--- src/rtl/lbmeq_pkg.sv ---
package lbmeq_pkg;

    localparam int SITE_ADDR_BITS_DEF = 20;
    localparam int DIR_W              = 5;
    localparam int CVEL_W             = 2;
    localparam int DATA_W             = 32;
    localparam int CFG_IDX_W          = 1;
    localparam int NSTAGE             = 17;

    localparam int UD_W      = 35;
    localparam int UD_MAG_W  = 34;
    localparam int USQ_W     = 63;
    localparam int PROD_W    = 64;
    localparam int UU_W      = 34;
    localparam int RW_W      = 32;
    localparam int I2_W      = 36;
    localparam int SQ_W      = 38;
    localparam int CU_W      = 34;
    localparam int A1_MAG_W  = 38;
    localparam int A1_W      = 39;
    localparam int S_W       = 39;
    localparam int S_MAG_W   = 38;
    localparam int TA_W      = 39;
    localparam int A2_MAG_W  = 45;
    localparam int A2_W      = 46;
    localparam int T_W       = 46;
    localparam int T_MAG_W   = 45;
    localparam int F_MAG_W   = 48;

    localparam logic [CVEL_W-1:0] CVEL_ZERO = 2'b00;
    localparam logic [CVEL_W-1:0] CVEL_POS  = 2'b01;
    localparam logic [CVEL_W-1:0] CVEL_NEG2 = 2'b10;
    localparam logic [CVEL_W-1:0] CVEL_NEG  = 2'b11;

    localparam logic [CFG_IDX_W-1:0] REG_SOUND_SPEED_SQ     = 1'b0;
    localparam logic [CFG_IDX_W-1:0] REG_INV_SOUND_SPEED_SQ = 1'b1;

    localparam logic [DATA_W-1:0] EQ_MAX = 32'h7fff_ffff;
    localparam logic [DATA_W-1:0] EQ_MIN = 32'h8000_0000;

    typedef struct packed {
        logic [DATA_W-1:0] sound_speed_sq;
        logic [DATA_W-1:0] inv_sound_speed_sq;
    } cfg_t;

    localparam cfg_t CFG_RESET = '{
        sound_speed_sq:     32'h5555_5555,
        inv_sound_speed_sq: 32'h3000_0000
    };

    typedef struct packed {
        logic [NSTAGE-1:0] load;
    } pipe_ctl_t;

endpackage

--- src/rtl/lbmeq_cfg_regs.sv ---
module lbmeq_cfg_regs
    import lbmeq_pkg::*;
(
    input  logic                 aclk,
    input  logic                 aresetn,
    input  logic                 cfg_write_en,
    input  logic [CFG_IDX_W-1:0] cfg_index,
    input  logic [DATA_W-1:0]    cfg_write_data,
    output cfg_t                 cfg
);

    cfg_t cfg_reg;
    cfg_t cfg_next;

    always_comb begin
        cfg_next = cfg_reg;
        if (cfg_write_en) begin
            unique case (cfg_index)
                REG_SOUND_SPEED_SQ: begin
                    cfg_next.sound_speed_sq = cfg_write_data;
                end
                REG_INV_SOUND_SPEED_SQ: begin
                    cfg_next.inv_sound_speed_sq = cfg_write_data;
                end
            endcase
        end
    end

    always_ff @(posedge aclk) begin
        if (!aresetn) begin
            cfg_reg <= CFG_RESET;
        end else begin
            cfg_reg <= cfg_next;
        end
    end

    assign cfg = cfg_reg;

endmodule

--- config.mk ---
export PLATFORM = sky130hd
export DESIGN_NAME = lbmeq_cfg_regs
export DESIGN_NICKNAME = d
export VERILOG_FILES = /design/src/rtl/lbmeq_pkg.sv /design/src/rtl/lbmeq_cfg_regs.sv
export SDC_FILE = /design/constraint.sdc
export NUM_CORES = 1
export LEC_CHECK = 0
export ABC_CLOCK_PERIOD_IN_PS = 1100
export BUFFER_PORTS_ARGS = -buffer_cell sky130_fd_sc_hd__clkbuf_2
export CAP_MARGIN = 25
export CORE_MARGIN = 2
export CORE_UTILIZATION = 50
export CTS_BUF_LIST = sky130_fd_sc_hd__clkbuf_4 sky130_fd_sc_hd__clkbuf_8
export DETAILED_ROUTE_END_ITERATION = 12
export GPL_TIMING_DRIVEN = 0
export PLACE_DENSITY = 0.9
export RECOVER_POWER = 50
export SLEW_MARGIN = 15
export SYNTH_ARGS = -nofsm -noshare
export SYNTH_HDL_FRONTEND = slang
export SYNTH_SLANG_ARGS = --single-unit
export TNS_END_PERCENT = 10
--- constraint.sdc ---
create_clock -name aclk -period 1.1 [get_ports aclk]
set_clock_uncertainty 0.1 [all_clocks]
set_input_delay 0.055 -clock aclk [delete_from_list [all_inputs] [get_ports aclk]]
set_output_delay 0.055 -clock aclk [all_outputs]
set_load 0.02 [all_outputs]
### Yosys cells after proc, flatten, opt, wreduce, memory -nomap -nowiden

Index checks and enable logic that the tools add are counted.

* output and inout bits: 64
* logic and storage cells: 5
* bits in read-only memories: 0
* memories: 0
* bits in writable memories: 0
* bits of input ports: 36
* register bits after elaboration: 64
* bits in latches: 0

* multiply operators: 0
* equal/unequal tests: 0
* shift-type cells: 0
* reduce and logical (&&, ||, !) cells: 2
* magnitude comparators: 0
* divide/modulo/power cells: 0
* bitwise logic cells: 1
* add/subtract/negate cells: 0
* mux-type cells: 0

Operator list (count)
* $reduce_and 2->1: 2
* $not 1->1: 1

### Logic depth before layout (Yosys ltp)

* depth in word-level cells: 2
* mapped depth: 5
* depth with buffers taken out: 2

### Least setup slack after synthesis

OpenSTA, ideal clock, no wires.

* path kind: input port to flip-flop
* start point: input cfg_write_en
* end point: register cfg_reg, in the netlist cfg[40]
* buffers on the path: 3
* setup time: 132 ps
* required time: 868 ps
* data arrival time: 643 ps
* slack: 226 ps
* stages on the path: 5
* cell sequence: buf_6 -> nor2b_4 -> buf_6 -> buf_4 -> o211ai_2

* word-level cells in the longest chain between the ends: 1

Ends and longest elaborated chain
* start: declaration: line lbmeq_cfg_regs.sv:6 `input logic cfg_write_en,`
* $reduce_and 2->1 (no line)
* end signal: assignment: line lbmeq_cfg_regs.sv:33 `cfg_reg <= cfg_next;`
* end: declaration: line lbmeq_cfg_regs.sv:12 `cfg_t cfg_reg;`

Every way passes these cells.
A chain may end at the register's enable or synchronous reset.

### Worst setup path in the final report

* start point: register cfg_reg, in the netlist cfg[1]
* end point: output cfg[1] (netlist name)

RTL lines
* end: declaration: line lbmeq_cfg_regs.sv:9 `output cfg_t cfg`

No word-level cell between the ends.

==> results.cfg <==
[cts]
clock_sinks = 64
htreeDepth = 3
cts-resized-gates = 0
cts_tree = yes
cts.reportedPaths.clkPinSlew_ns = 0.07
cts_root_buffer = clkbuf_8
numCtsBuffers = 9
cts_max_path_buffers = 2
insertion_delay_ns = 0.33

[global_route]
antenna_found_initial = 0
grt_pass1_vias = 2526
gr-total-overflow = 0
grt.total_usage = 0.260
grt_max_degree = 11
grt_pass1_wl_microns = 12000

[place]
pre_cts_ws_ns = -0.0140
io_buffers = 97
place_hpwl_microns = 4660
gp_congestion = 0.816

[finish]
mostFrequentLayoutCell = clkbuf_2
syn_to_final_growth_pct = 40.4
final_cell_mix = clkbuf_2 (84), dfxtp_1 (64), nand2_1 (62), dlygate4sd3_1 (33), mux2i_1 (32)
largest_reg_flops = 64
antennaDiodeCount = 0
fillerInstances = 372
nets = 446
layout-drive-gt1-share = 0.313

[setup_path]
crit_type = reg2out
critPathArrivalTime_ns = 0.90
start_kind = register
critPathTopFamily = flip-flops
slowest_stage = dfxtp_1
path_cells = clkbuf_2
cp_max_fo = 2
cp_slowest_stage_delay_ns = 0.37
worst-path-buf-inv = 1
endpoint_kind = output pin
critPathRequiredTime_ns = 0.94

[job]
maxCapViolations = 0

[detailed_routing]
antenna_left = 0
post-route-drc-count = 0
drt-met1-wl_microns = 2830
firstDrtPassIters = 5
drtIter0Drc = 231
wire_per_inst_microns = 14.9
wirelength_microns = 7220
wl_met2_microns = 3760
met3_length_microns = 534
via_count = 2468
vias_per_cell = 5.09
top_layer_used = met4

[synthesis]
ys_ff_latch = 64
yosysSeqAreaShare = 0.487
ys_types = 18
yosys_warnings = 0
syn_area_per_cell_sq_um = 9.79
synth_area_sq_mm = 0.00263
syn_nets = 305
netlist_instances = 269

[sta]
fin_tns_setup_ns = 0
fin_crit_ns = 1.05
min_period_over_period = 0.959
drv_slew = 0
finalHoldViolCount = 0
rsz0062_at_grt = no
fin_ws_ns = 0.0454
relSlewSlack = 0.669
tightest_slew_ns = 0.496
finalSetupViolCount = 0
whs_ns = 0.0708
fmax_mhz = 948

[die]
core_area_sq_mm = 0.00511
die_h_microns = 76.6
die_area_sq_mm = 0.00586
initial_core_util = 0.515
io_pins = 100
row_count = 26
die_w_microns = 76.6

[outcome]
outcome = complete, no violations

[power]
power_leakage_nw = 1.70
peakVddDrop_uv = 997
p_total_mw = 5.50
powerDensity_mw_per_mm2 = 1490

[min_path]
hold_class = in2reg
## per-stage QoR
step                 util  cells  instance area [sq um]
floorplan               -    269                   2630
global placement    0.628    436                   3210
detailed placement  0.628    436                   3210
CTS                 0.733    485                   3740
global route        0.724    485                   3700
finish              0.724    485                   3700
## metal layers
layer	vias up	global-route usage
met5	-	0
met4	0	0.0782
met3	15	0.0829
met2	118	0.465
met1	1147	0.293
li1	1188	-
## worst paths after layout
path / slack (ns) / endpoint / depth (start not counted) / start
setup / recovery: 0.05 / cfg[1] / 1 / cfg[1]$_SDFFE_PN0P_
hold reg to reg: 0.36 / cfg[31]$_SDFFE_PN0P_ / 2 / cfg[31]$_SDFFE_PN0P_
setup reg to reg: 0.32 / cfg[20]$_SDFFE_PN0P_ / 2 / cfg[20]$_SDFFE_PN0P_
hold / removal: 0.07 / cfg[32]$_SDFFE_PN1P_ / 3 / cfg_index
## Yosys cell counts, drive strengths merged
| master | count | area (sq um) |
|---|---|---|
| and2 | 1 | 8.76 |
| buf | 18 | 165 |
| clkbuf | 8 | 30.0 |
| dfxtp | 64 | 1280 |
| inv | 17 | 63.8 |
| mux2i | 32 | 320 |
| nand2 | 62 | 233 |
| nand3 | 2 | 10.0 |
| nand3b | 15 | 113 |
| nand4 | 15 | 93.8 |
| nor2b | 3 | 26.3 |
| o211ai | 17 | 213 |
| o21ai | 15 | 75.1 |
## timing repair
item,CTS,global route
setup buffers,0,0
setup endpoints to repair,0,0
hold buffers,33,0
hold endpoints to repair,64,0
## cell type report
| type | instances | area (sq um) | area share |
|---|---|---|---|
| Clock inverter | 3 | 40.0 | 0.0108 |
| Multi-Input combinational cell | 162 | 1070 | 0.290 |
| Tap cell | 70 | 87.6 | 0.0237 |
| Buffer | 26 | 185 | 0.0501 |
| Clock buffer | 13 | 166 | 0.0450 |
| Inverter | 17 | 63.8 | 0.0173 |
| Timing Repair Buffer | 130 | 800 | 0.216 |
| Sequential cell | 64 | 1280 | 0.347 |
## report_power, final
part           total [mW]  switching, mW  internal, mW
registers            2.52         0.0701          2.45
logic               0.869          0.505         0.364
clock network        2.11          0.899          1.22
## kinds of logic (layout without fill, tap and decap cells)
| group | count (synthesis) | in the layout | synth area share |
|---|---|---|---|
| and+or+nand+nor | 98 | 98 | 0.184 |
| DFF | 64 | 64 | 0.487 |
| buffers and inverters | 43 | 189 | 0.0984 |
| AOI/OAI and AO/OA | 32 | 32 | 0.109 |
| muxes | 32 | 32 | 0.122 |
(Power assumes the default switching activity.)
