**src/rtl/lbmeq_pkg.sv**
```systemverilog
package lbmeq_pkg;

    localparam int SITE_ADDR_BITS_DEF = 20;
    localparam int DIR_W              = 5;
    localparam int CVEL_W             = 2;
    localparam int DATA_W             = 32;
    localparam int CFG_IDX_W          = 1;
    localparam int NSTAGE             = 17;

    localparam int UD_W      = 35;
    localparam int UD_MAG_W  = 34;
    localparam int USQ_W     = 63;
    localparam int PROD_W    = 64;
    localparam int UU_W      = 34;
    localparam int RW_W      = 32;
    localparam int I2_W      = 36;
    localparam int SQ_W      = 38;
    localparam int CU_W      = 34;
    localparam int A1_MAG_W  = 38;
    localparam int A1_W      = 39;
    localparam int S_W       = 39;
    localparam int S_MAG_W   = 38;
    localparam int TA_W      = 39;
    localparam int A2_MAG_W  = 45;
    localparam int A2_W      = 46;
    localparam int T_W       = 46;
    localparam int T_MAG_W   = 45;
    localparam int F_MAG_W   = 48;

    localparam logic [CVEL_W-1:0] CVEL_ZERO = 2'b00;
    localparam logic [CVEL_W-1:0] CVEL_POS  = 2'b01;
    localparam logic [CVEL_W-1:0] CVEL_NEG2 = 2'b10;
    localparam logic [CVEL_W-1:0] CVEL_NEG  = 2'b11;

    localparam logic [CFG_IDX_W-1:0] REG_SOUND_SPEED_SQ     = 1'b0;
    localparam logic [CFG_IDX_W-1:0] REG_INV_SOUND_SPEED_SQ = 1'b1;

    localparam logic [DATA_W-1:0] EQ_MAX = 32'h7fff_ffff;
    localparam logic [DATA_W-1:0] EQ_MIN = 32'h8000_0000;

    typedef struct packed {
        logic [DATA_W-1:0] sound_speed_sq;
        logic [DATA_W-1:0] inv_sound_speed_sq;
    } cfg_t;

    localparam cfg_t CFG_RESET = '{
        sound_speed_sq:     32'h5555_5555,
        inv_sound_speed_sq: 32'h3000_0000
    };

    typedef struct packed {
        logic [NSTAGE-1:0] load;
    } pipe_ctl_t;

endpackage

```
**src/rtl/lbmeq_pipe_ctrl.sv**
```systemverilog
module lbmeq_pipe_ctrl
    import lbmeq_pkg::*;
(
    input  logic      aclk,
    input  logic      aresetn,
    input  logic      s_valid,
    output logic      s_ready,
    output logic      m_valid,
    input  logic      m_ready,
    output pipe_ctl_t ctl
);

    localparam logic [NSTAGE-1:0] ALL_VALID = '1;

    logic [NSTAGE-1:0] valid_reg;
    logic [NSTAGE-1:0] valid_next;
    logic [NSTAGE-1:0] load;

    // a stage may load when some stage at or after it is empty or the item leaves
    always_comb begin
        for (int k = 0; k < NSTAGE; k++) begin
            load[k] = m_ready || ((valid_reg >> k) != (ALL_VALID >> k));
        end
    end

    always_comb begin
        valid_next = valid_reg;
        if (load[0]) begin
            valid_next[0] = s_valid;
        end
        for (int k = 1; k < NSTAGE; k++) begin
            if (load[k]) begin
                valid_next[k] = valid_reg[k-1];
            end
        end
    end

    always_ff @(posedge aclk) begin
        if (!aresetn) begin
            valid_reg <= '0;
        end else begin
            valid_reg <= valid_next;
        end
    end

    assign ctl.load = load;
    assign s_ready  = load[0];
    assign m_valid  = valid_reg[NSTAGE-1];

endmodule

```
**config.mk**
```make
export PLATFORM = sky130hd
export DESIGN_NAME = lbmeq_pipe_ctrl
export DESIGN_NICKNAME = d
export VERILOG_FILES = /design/src/rtl/lbmeq_pkg.sv /design/src/rtl/lbmeq_pipe_ctrl.sv
export SDC_FILE = /design/constraint.sdc
export NUM_CORES = 1
export LEC_CHECK = 0
export ABC_AREA = 1
export BUFFER_PORTS_ARGS = -buffer_cell sky130_fd_sc_hd__buf_2
export CAP_MARGIN = 5
export CORE_MARGIN = 2
export CORE_UTILIZATION = 45
export DETAILED_ROUTE_END_ITERATION = 10
export PLACE_DENSITY = 0.71
export SLEW_MARGIN = 20
export SYNTH_ARGS = -nofsm -noshare
export SYNTH_HDL_FRONTEND = slang
export SYNTH_SLANG_ARGS = --single-unit
```
**constraint.sdc**
```tcl
create_clock -name aclk -period 0.9 [get_ports aclk]
set_input_delay 0.045 -clock aclk [delete_from_list [all_inputs] [get_ports aclk]]
set_output_delay 0.045 -clock aclk [all_outputs]
set_load 0.005 [all_outputs]
```
After elaboration in Yosys (flattened, before gate mapping) --
Cells that the tools add are included.
Storage, ports and cells: register bits 17, input bits 4, output and inout port bits 19, word-level logic and storage cells 51
Cells by class: eq/ne operators 16, bitwise gates (word level) 1, reductions and logical operators 17
Operator list (number):
- $logic_or 1x1->1 | 17
- $ne 17x17->1 const B | 1
- $ne 16x16->1 const B | 1
- $ne 15x15->1 const B | 1
- $ne 14x14->1 const B | 1
- $ne 13x13->1 const B | 1
- $ne 12x12->1 const B | 1
- $ne 11x11->1 const B | 1
- $ne 10x10->1 const B | 1
- $ne 9x9->1 const B | 1
- $ne 8x8->1 const B | 1
- $ne 7x7->1 const B | 1
- $ne 6x6->1 const B | 1
- $ne 5x5->1 const B | 1
- $ne 4x4->1 const B | 1
- $ne 3x3->1 const B | 1
- $ne 2x2->1 const B | 1
- $not 1->1 | 1

Longest topological paths before layout --
Gate-level depths: netlist of the first run.
word-level depth 2, gate-level depth with buffers 7, mapped depth without buffers 7

Worst setup path after synthesis of the first run --
OpenSTA, ideal clock, no wires.
kind reg2out, start point register valid_reg[16], end point output port ctl[0] (netlist name), data arrival time 1.053 ns, data required time 0.855 ns, slack -0.198 ns, cell stages (with the launch flop) 7, buffers on the path 1, path through dfxtp_1 > nand2_2 > nor2_4 > nand3_2 > nor2_1 > inv_1 > buf_4
Between the ends: cells in the longest elaborated chain, start to end 2
RTL lines:
- from (decl) | line lbmeq_pipe_ctrl.sv:15 | logic [NSTAGE-1:0] valid_reg;
- from (signal assigned) | line lbmeq_pipe_ctrl.sv:42 | valid_reg <= valid_next;
- $ne 17x17->1 | line lbmeq_pipe_ctrl.sv:22 | load[k] = m_ready || ((valid_reg >> k) != (ALL_VALID >> k));
- $logic_or 1x1->1 | line lbmeq_pipe_ctrl.sv:22
- to (decl) | line lbmeq_pipe_ctrl.sv:10 | output pipe_ctl_t ctl
No other way between the ends.

==> metrics.yaml, run 1 <==
run_status:
  outcome: "complete, but fails checks"
  violations: "setup timing"
floorplanning:
  die_w_um: 46.9
  die-area_um2: 2200
  initial_utilization_pct: 48.0
  die_h_um: 46.9
  num_rows: 15
  ioPinCount: 23
  core_region_area_um2: 1730
timing:
  setup_violations: 33
  relSlewSlack_pct: 87.9
  worst_pin_slew_ns: 0.182
  hold_ws_ns: 0.245
  rsz0062_at_grt: "yes"
  fin_skew_ns: 0.00896
  finalSetupTns_ns: -11.78
  fmax_mhz: 692
  maxSlewViolCount: 0
  finalCritPeriodShare_pct: 161
  finalCriticalPeriod_ns: 1.45
  setup_ws_ns: -0.545
  final_hold_viol_count: 0
global_routing:
  grt_pass1_vias: 947
  grt_pass1_wl_mm: 3.93
  grt_max_degree: 10
  antenna_found_initial: 0
  overflow: 0
  grt_util_all_layers_pct: 25.6
pwr:
  powerDensity_nw_per_um2: 845
  vdd_drop_max_v: 0.000693
  p_total_mw: 1.24
  power_leakage_nw: 0.631
critical_path:
  reg2reg_depth: 7
  worstReg2RegEnd: "valid_reg[10]$_SDFFE_PN0P_"
  criticalPathCategory: "reg2out"
  cp.required_ns: 0.85
  cp-start-kind: "flip-flop"
  crit_fanout: 5
  r2r_setup_slack_ns: -0.43
  critical_path_arrival_ns: 1.40
  reg2reg_from: "valid_reg[16]$_SDFFE_PN0P_"
  crit_path_end_kind: "primary output"
drt:
  ant_nets: 0
  wire_per_inst_um: 15.0
  via_per_inst: 5.07
  routed_wl_mm: 3.13
  drc: 0
  first_iter_violations: 35
  vias: 1054
  dr.pass1.iters: 4
finish:
  fill_cells: 111
  drive_gt1_share_pct: 63.9
  multiInputGateArea_um2: 505
  seqCellArea_um2: 365
  fin_cells: 208
  finalNetCount: 188
  diodes: 0
  largest_register_ffs: 17
  syn_to_final_growth_pct: 77.2
placement:
  place_hpwl_mm: 1.67
  dp.cells: 187
  gp_congestion: 0.854
  portBuffers: 22
  pre_cts_slack_ns: -0.250
yosys:
  synth_top_area_cell: "dfxtp_1"
  syn-cell-area_um2: 830
  syn-num-nets: 126
  syn_inst: 122
  yosys-top-cells-area: "dfxtp_1 (41%), inv_1 (11%), nand2_1 (11%)"
  ys_types: 20
  ys_top_cells_by_count: "inv_1 (24), nand2_1 (24), dfxtp_1 (17)"
  synth_top_area_share_pct: 41.0
  synthFlopType: "dfxtp_1"
  ys.warnings.count: 0
  synth_edf_count: 0
  syn_avg_cell_area_um2: 6.80
  yosysSeqAreaShare_pct: 41.0
  synth-async-reset-ratio_pct: 0
  synth-seq-cells: 17
clock_tree:
  cts.path.max_buffers: 2
  htree_num_levels: 1
  cts_root_buf: "clkbuf_4"
  cts_inserted_buffers: 3
  cts.sinks: 17
  path_clk_slew_ns: 0.10
  insertion_delay_ns: 0.30
  tritoncts: "yes"
hold_path:
  holdPathEnd: "valid_reg[7]$_SDFFE_PN0P_"
  hp-class: "in2reg"
  hold_start: "m_ready"
  min_path_cells: 5
job:
  drv_cap: 0
-- per-layer routing --
| layer | global-route usage [%] | wire length (µm) | up-vias |
|---|---|---|---|
| met5 | 0 | 0 | - |
| met4 | 17.8 | 166 | 0 |
| met3 | 3.08 | 128 | 19 |
| met2 | 41.4 | 1550 | 50 |
| met1 | 31.5 | 1280 | 490 |
| li1 | - | - | 495 |
-- cells by family after synthesis --
| logic type | synth area share, % |
|---|---|
| buffers and inverters | 13.9 |
| and+or+nand+nor | 34.8 |
| DFF | 41.0 |
| AOI/OAI and AO/OA | 10.3 |
-- repair_timing --
item | 4_1_cts | 5_1_grt
endpoints found under the setup margin | 32 | 33
setup buffers | 11 | 6
cloned | 0 | 0
pin swaps | 7 | 11
hold endpoints to repair | 2 | 0
gates resized for setup | 22 | 34
hold buffers | 2 | 0
-- how the worst max path moves through the flow --
stage | from | end | slack, ns
after floorplan | valid_reg[16]$_SDFFE_PN0P_ | ctl[0] | -0.12
after global placement | valid_reg[7]$_SDFFE_PN0P_ | ctl[3] | -0.24
after detailed placement | valid_reg[7]$_SDFFE_PN0P_ | ctl[3] | -0.25
after CTS | valid_reg[14]$_SDFFE_PN0P_ | ctl[3] | -0.52
after global routing | valid_reg[14]$_SDFFE_PN0P_ | ctl[2] | -0.60
final | valid_reg[15]$_SDFFE_PN0P_ | ctl[13] | -0.55
-- per-stage QoR --
step           utilization [%]  area (µm²)
6_report                  85.1        1470
5_1_grt                   85.1        1470
4_1_cts                   76.4        1320
3_5_place_dp              65.4        1130
3_3_place_gp              65.4        1130
2_1_floorplan                -         853
-- critical path, stage by stage, from the launching register on --
cell,delay (ns)
dfxtp_4,0.39
nand2_2,0.10
nor2_2,0.15
buf_4,0.14
buf_4,0.10
nand2_1,0.08
buf_2,0.14
-- layout make-up --
cell class	count	area share (%)
inverters	27	7.32
repair buffers	59	29.5
flip-flops and latches	17	24.9
multi-input cells	76	34.4
well taps	25	2.13
clock buffers	4	1.79
-- placed cells by master, fill, tap and decap left out, types with 4 or more instances in the layout --
cell type	count
buf_2	19
nand2_1	15
a21oi_2	8
nor2_1	8
a21oi_1	6
nand4_1	4
nand2_2	11
dfxtp_2	11
buf_6	9
buf_4	29
nor2_4	4
nand3_2	4
inv_1	22
nor2_2	6
-- report_power, final --
| part | switching (mW) | internal, mW | total [mW] |
|---|---|---|---|
| clock | 0.241 | 0.173 | 0.414 |
| sequential | 0.00706 | 0.750 | 0.757 |
| combinational | 0.0420 | 0.0298 | 0.0718 |
No activity file was read; power rests on OpenSTA's default activity.
==> run 2, diff against run 1 <==
CORE_UTILIZATION = 53   (was 45)
PLACE_DENSITY = 0.79   (was 0.71)
clock period = 1.7 ns   (was 0.9 ns; I/O delays follow)
==> metrics.yaml, run 2 (synthesized netlist as in run 1, its figures left out) <==
timing:
  setup_violations: 0  # was 33
  maxSlewViolCount: 0  # unchanged
  fmax_mhz: 643
  final_hold_viol_count: 0  # unchanged
  finalCriticalPeriod_ns: 1.55
  finalSetupTns_ns: 0  # was -11.78 ns
  worst_pin_slew_ns: 0.530  # was 0.182 ns
  finalCritPeriodShare_pct: 91.5
  relSlewSlack_pct: 64.6  # was 87.9%
  hold_ws_ns: 0.000629  # was 0.245 ns
  fin_skew_ns: 0.000982  # was 0.00896 ns
  rsz0062_at_grt: "no"  # was yes
  setup_ws_ns: 0.145  # was -0.545 ns
drt:
  ant_nets: 0  # unchanged
  first_iter_violations: 26  # was 35
  vias: 818  # was 1,054
  drc: 0  # unchanged
  dr.pass1.iters: 4  # unchanged
  wire_per_inst_um: 11.2  # was 15.0 µm
  routed_wl_mm: 1.81  # was 3.13 mm
  via_per_inst: 5.05  # was 5.07
pwr:
  powerDensity_nw_per_um2: 654  # was 845 nW/µm²
  intPower_uw: 498  # was 952 µW
  switching_power_uw: 140  # was 290 µW
  pwr-share-comb_pct: 2.9  # was 5.8%
  p_total_uw: 638  # was 1.24 mW
  p_clk_share_pct: 33.7  # was 33.3%
  power_leakage_nw: 0.374  # was 0.631 nW
  vdd_drop_max_v: 0.000386  # was 0.000693 V
  p_sw_share_pct: 22.0  # was 23.3%
  seq_power_share_pct: 63.4  # was 60.9%
global_routing:
  antenna_found_initial: 0  # unchanged
  overflow: 0  # unchanged
  grt_pass1_wl_mm: 2.90  # was 3.93 mm
  grt_util_all_layers_pct: 20.3  # was 25.6%
  grt_pass1_vias: 676  # was 947
  grt_max_degree: 17  # was 10
finish:
  design_area_um2: 976  # was 1470 µm²
  fill_cells: 140  # was 111
  multiInputGateArea_um2: 374  # was 505 µm²
  syn_to_final_growth_pct: 17.6  # was 77.2%
  layout.cells.most_common_list: "inv_1 (24), nand2_1 (24), buf_2 (22), nor2_1 (16), dfxtp_1 (16)"  # was buf_4 (29), inv_1 (22), buf_2 (19), nand2_1 (15)
  drive_gt1_share_pct: 27.4  # was 63.9%
  largest_register_ffs: 17  # unchanged
  finalNetCount: 151  # was 188
  seqCellArea_um2: 342  # was 365 µm²
  diodes: 0  # unchanged
  fin_cells: 162  # was 208
  final_util_pct: 65.5  # was 85.1%
hold_path:
  min_path_cells: 3  # was 5
  hold_start: "s_valid"  # was m_ready
  hp-class: "in2reg"  # unchanged
  holdPathEnd: "valid_reg[0]$_SDFFE_PN0P_"  # was valid_reg[7]$_SDFFE_PN0P_
critical_path:
  crit_fanout: 3  # was 5
  reg2reg_from: "valid_reg[15]$_SDFFE_PN0P_"  # was valid_reg[16]$_SDFFE_PN0P_
  cp.required_ns: 1.62  # was 0.85 ns
  reg2reg_depth: 6  # was 7
  worstReg2RegEnd: "valid_reg[4]$_SDFFE_PN0P_"  # was valid_reg[10]$_SDFFE_PN0P_
  critical_path_arrival_ns: 1.47  # was 1.40 ns
  cp-start-kind: "flip-flop"  # unchanged
  criticalPathCategory: "reg2out"  # unchanged
  crit_path_end_kind: "primary output"  # unchanged
  r2r_setup_slack_ns: 0.54  # was -0.43 ns
floorplanning:
  initial_utilization_pct: 55.7  # was 48.0%
  core_region_area_um2: 1490  # was 1730 µm²
  die-area_um2: 1900  # was 2200 µm²
  num_rows: 14  # was 15
  ioPinCount: 23  # unchanged
  die_w_um: 43.6  # was 46.9 µm
  die_h_um: 43.6  # was 46.9 µm
clock_tree:
  insertion_delay_ns: 0.28  # was 0.30 ns
  tritoncts: "yes"  # unchanged
  htree_num_levels: 1  # unchanged
  cts.sinks: 17  # unchanged
  postCtsSetupBuffers: 0  # was 11
  path_clk_slew_ns: 0.10  # about the same
  hold_buffers: 0  # was 2
  cts.path.max_buffers: 2  # unchanged
  cts_root_buf: "clkbuf_4"  # unchanged
  cts-resized-gates: 0  # was 22
  cts_inserted_buffers: 3  # unchanged
placement:
  gp_congestion: 0.831  # was 0.854
  portBuffers: 22  # unchanged
  place_hpwl_mm: 1.41  # was 1.67 mm
  dp.cells: 158  # was 187
  dpl_cell_area_um2: 948  # was 1130 µm²
  pre_cts_slack_ns: 0.434  # was -0.250 ns
run_status:
  outcome: "finished clean"  # was complete, but fails checks
job:
  drv_cap: 0  # unchanged
[run 2: cell count changes in the layout (fill, tap and decap cells not counted), sizes merged]
cell         previous run  this run
buf                    57        22
dlygate4sd3             2         0
clkinv                  1         2
inv                    26        25
[run 2: power by group through the flow]
stage	sequential [mW]	clock (mW)	combinational, mW
floorplan	0.413	0	0.0123
global route	0.405	0.241	0.0210
global placement	0.414	0	0.0186
CTS	0.405	0.221	0.0190
detailed placement	0.414	0	0.0189
finish	0.405	0.215	0.0188
[run 2: worst max-delay path by stage]
| stage | startpoint | to | slack, ns | cells after the start |
|---|---|---|---|---|
| 2_1_floorplan | valid_reg[16]$_SDFFE_PN0P_ | ctl[0] | 0.56 | 6 |
| 3_3_place_gp | valid_reg[13]$_SDFFE_PN0P_ | ctl[3] | 0.45 | 7 |
| 3_5_place_dp | valid_reg[13]$_SDFFE_PN0P_ | ctl[3] | 0.43 | 7 |
| 4_1_cts | valid_reg[13]$_SDFFE_PN0P_ | ctl[3] | 0.10 | 7 |
| 5_1_grt | valid_reg[14]$_SDFFE_PN0P_ | ctl[3] | 0.02 | 7 |
| 6_report | valid_reg[12]$_SDFFE_PN0P_ | ctl[3] | 0.15 | 7 |
[run 2: cell type report]
class	instances	area share [%]
Sequential cell	17	35.0
Multi-Input combinational cell	76	38.3
Tap cell	16	2.05
Clock buffer	4	2.69
Timing Repair Buffer	22	11.3
Inverter	27	10.6
[run 2: routing by layer]
metal / track usage [%] / vias up / wire length (µm)
li1: - / 418 / -
met1: 30.0 / 365 / 857
met2: 28.5 / 31 / 817
met3: 2.92 / 4 / 115
met4: 10.3 / 0 / 20
met5: 0 / - / 0
[run 2: worst max-delay path, cell delays in order, from the launching register on]
cell and delay, ns:
dfxtp_1 0.39, nand2_1 0.09, inv_1 0.06, nand2_1 0.05, nor2_2 0.15, nand3b_2 0.12
or2_1 0.21, buf_2 0.12
==> run 3, diff against run 2 <==
--- a/constraint.sdc
+++ b/constraint.sdc
@@ -3,2 +3,2 @@
 set_output_delay 0.085 -clock aclk [all_outputs]
-set_load 0.005 [all_outputs]
+set_load 0.02 [all_outputs]
==> metrics.yaml, run 3 (synthesized netlist as in run 1, its figures left out) <==
global_routing:
  grt_pass1_vias: 668  # was 676
  grt_util_all_layers_pct: 21.3  # was 20.3%
  grt_pass1_wl_mm: 2.92  # was 2.90 mm
  grt_max_degree: 17  # unchanged
  antenna_found_initial: 0  # unchanged
  gr-usage-met2_pct: 31.8  # was 28.5%
  grt.busiest_layer: "met2"  # was met1
  met3_usage_pct: 5.00  # was 2.92%
  grt_use_met1_pct: 28.5  # was 30.0%
  overflow: 0  # unchanged
timing:
  setup_ws_ns: 0.105  # was 0.145 ns
  rsz0062_at_grt: "no"  # unchanged
  setup_violations: 0  # unchanged
  worst_pin_slew_ns: 0.527  # was 0.530 ns
  finalCriticalPeriod_ns: 1.59  # was 1.55 ns
  fmax_mhz: 627  # was 643 MHz
  relSlewSlack_pct: 64.8  # was 64.6%
  finalCritPeriodShare_pct: 93.8  # was 91.5%
  fin_skew_ns: 0.00152  # was 0.000982 ns
  finalSetupTns_ns: 0  # unchanged
  maxSlewViolCount: 0  # unchanged
  hold_ws_ns: 0.00792  # was 0.000629 ns
  final_hold_viol_count: 0  # unchanged
floorplanning:
  die_w_um: 43.6  # unchanged
  core_region_area_um2: 1490  # unchanged
  ioPinCount: 23  # unchanged
  die-area_um2: 1900  # unchanged
  initial_utilization_pct: 55.7  # unchanged
  num_rows: 14  # unchanged
  die_h_um: 43.6  # unchanged
finish:
  syn_to_final_growth_pct: 19.0  # was 17.6%
  largest_register_ffs: 17  # unchanged
  fill_cells: 144  # was 140
  seqCellArea_um2: 343  # was 342 µm²
  drive_gt1_share_pct: 27.9  # was 27.4%
  multiInputGateArea_um2: 374  # unchanged
  layout.cells.most_common_list: "inv_1 (24), nand2_1 (24), buf_2 (22), nor2_1 (16), dfxtp_1 (15)"  # was inv_1 (24), nand2_1 (24), buf_2 (22), nor2_1 (16), dfxtp_1 (16)
  diodes: 0  # unchanged
  finalNetCount: 152  # was 151
  final_util_pct: 66.3  # was 65.5%
critical_path:
  slowest_delay_ns: 0.38  # was 0.39 ns
  cp_slowest_cell: "dfxtp_1"  # unchanged
  crit_fanout: 3  # unchanged
  cpLargestDelayFamily: "simple AND/OR/NAND/NOR gates"  # unchanged
  reg2reg_depth: 6  # unchanged
  cp-start-kind: "flip-flop"  # unchanged
  crit_path_end_kind: "primary output"  # unchanged
  critical_path_buf_inv_count: 2  # unchanged
  critical_path_arrival_ns: 1.51  # was 1.47 ns
  criticalPathCategory: "reg2out"  # unchanged
  crit_top_cell: "nand2_1"  # unchanged
  r2r_setup_slack_ns: 0.52  # was 0.54 ns
  crit_chain: "nand2_1, inv_1, nand2_1, nor2_2, nand3b_2, or2_1, buf_2"  # unchanged
  cp.depth: 7  # unchanged
  cp.required_ns: 1.62  # about the same
pwr:
  powerDensity_nw_per_um2: 651  # was 654 nW/µm²
  power_leakage_nw: 0.378  # was 0.374 nW
  vdd_drop_max_v: 0.000481  # was 0.000386 V
placement:
  pre_cts_slack_ns: 0.410  # was 0.434 ns
  portBuffers: 22  # unchanged
  place_hpwl_mm: 1.43  # was 1.41 mm
  gp_congestion: 0.831  # about the same
clock_tree:
  tritoncts: "yes"  # unchanged
  cts_inserted_buffers: 3  # unchanged
  htree_num_levels: 1  # unchanged
  path_clk_slew_ns: 0.10  # about the same
  postCtsSetupBuffers: 0  # unchanged
  cts_root_buf: "clkbuf_4"  # unchanged
  insertion_delay_ns: 0.29  # was 0.28 ns
  cts.path.max_buffers: 2  # unchanged
  cts.sinks: 17  # unchanged
drt:
  routed_wl_mm: 1.87  # was 1.81 mm
  vias: 819  # was 818
  dr.pass1.iters: 4  # unchanged
  first_iter_violations: 27  # was 26
  via_per_inst: 5.02  # was 5.05
  wire_per_inst_um: 11.4  # was 11.2 µm
  drc: 0  # unchanged
  ant_nets: 0  # unchanged
hold_path:
  min_path_cells: 3  # unchanged
  hp-class: "in2reg"  # unchanged
run_status:
  outcome: "finished clean"  # unchanged
job:
  drv_cap: 0  # unchanged
==> run 3: cell count changes in the layout (fill, tap and decap cells not counted) <==
cell | previous run | this run
dlygate4sd3_1 | 0 | 1
dfxtp_2 | 1 | 2
dfxtp_1 | 16 | 15
==> run 3: worst paths after layout <==
kind,startpoint,endpoint
worst max-delay path,valid_reg[12]$_SDFFE_PN0P_,ctl[3]
worst min-delay path,s_valid,valid_reg[0]$_SDFFE_PN0P_
worst max register to register,valid_reg[16]$_SDFFE_PN0P_,valid_reg[4]$_SDFFE_PN0P_
worst min register to register,valid_reg[0]$_SDFFE_PN0P_,valid_reg[1]$_SDFFE_PN0P_
==> run 3: timing repair <==
item | in CTS | in global routing
hold buffers | 0 | 1
setup endpoints to repair | 0 | 1
endpoints found under the hold margin | 0 | 1
resized for setup | 0 | 2
==> run 3: final cells by class <==
cell class	count	area share (%)
inverter	27	10.5
sequential	17	34.7
multi-input combinational	76	37.9
tap	16	2.03
timing repair buffer	23	12.2
clock buffer	4	2.66
==> run 3: power by group <==
part | total (mW) | switching, mW | internal [mW]
registers | 0.405 | 0.00317 | 0.402
clock network | 0.217 | 0.126 | 0.0912
logic | 0.0204 | 0.0137 | 0.00672
==> run 3: per-stage QoR <==
stage	cells	power [mW]	area, µm²
floorplan	122	0.426	830
global placement	158	0.432	948
detailed placement	158	0.433	948
CTS	162	0.646	975
global route	163	0.668	987
finish	163	0.642	987
==> run 3: worst register-to-register path, stage by stage (launching register included) <==
cell,delay (ns)
dfxtp_1,0.43
nand2_2,0.12
nor2_4,0.16
nand3_2,0.13
clkinv_2,0.11
nand2_2,0.06
a21oi_2,0.10
==> run 3: routing by layer <==
layer | up-vias | routed length [µm]
li1 | 422 | -
met1 | 371 | 842
met2 | 24 | 881
met3 | 2 | 128
met4 | 0 | 14
met5 | - | 0
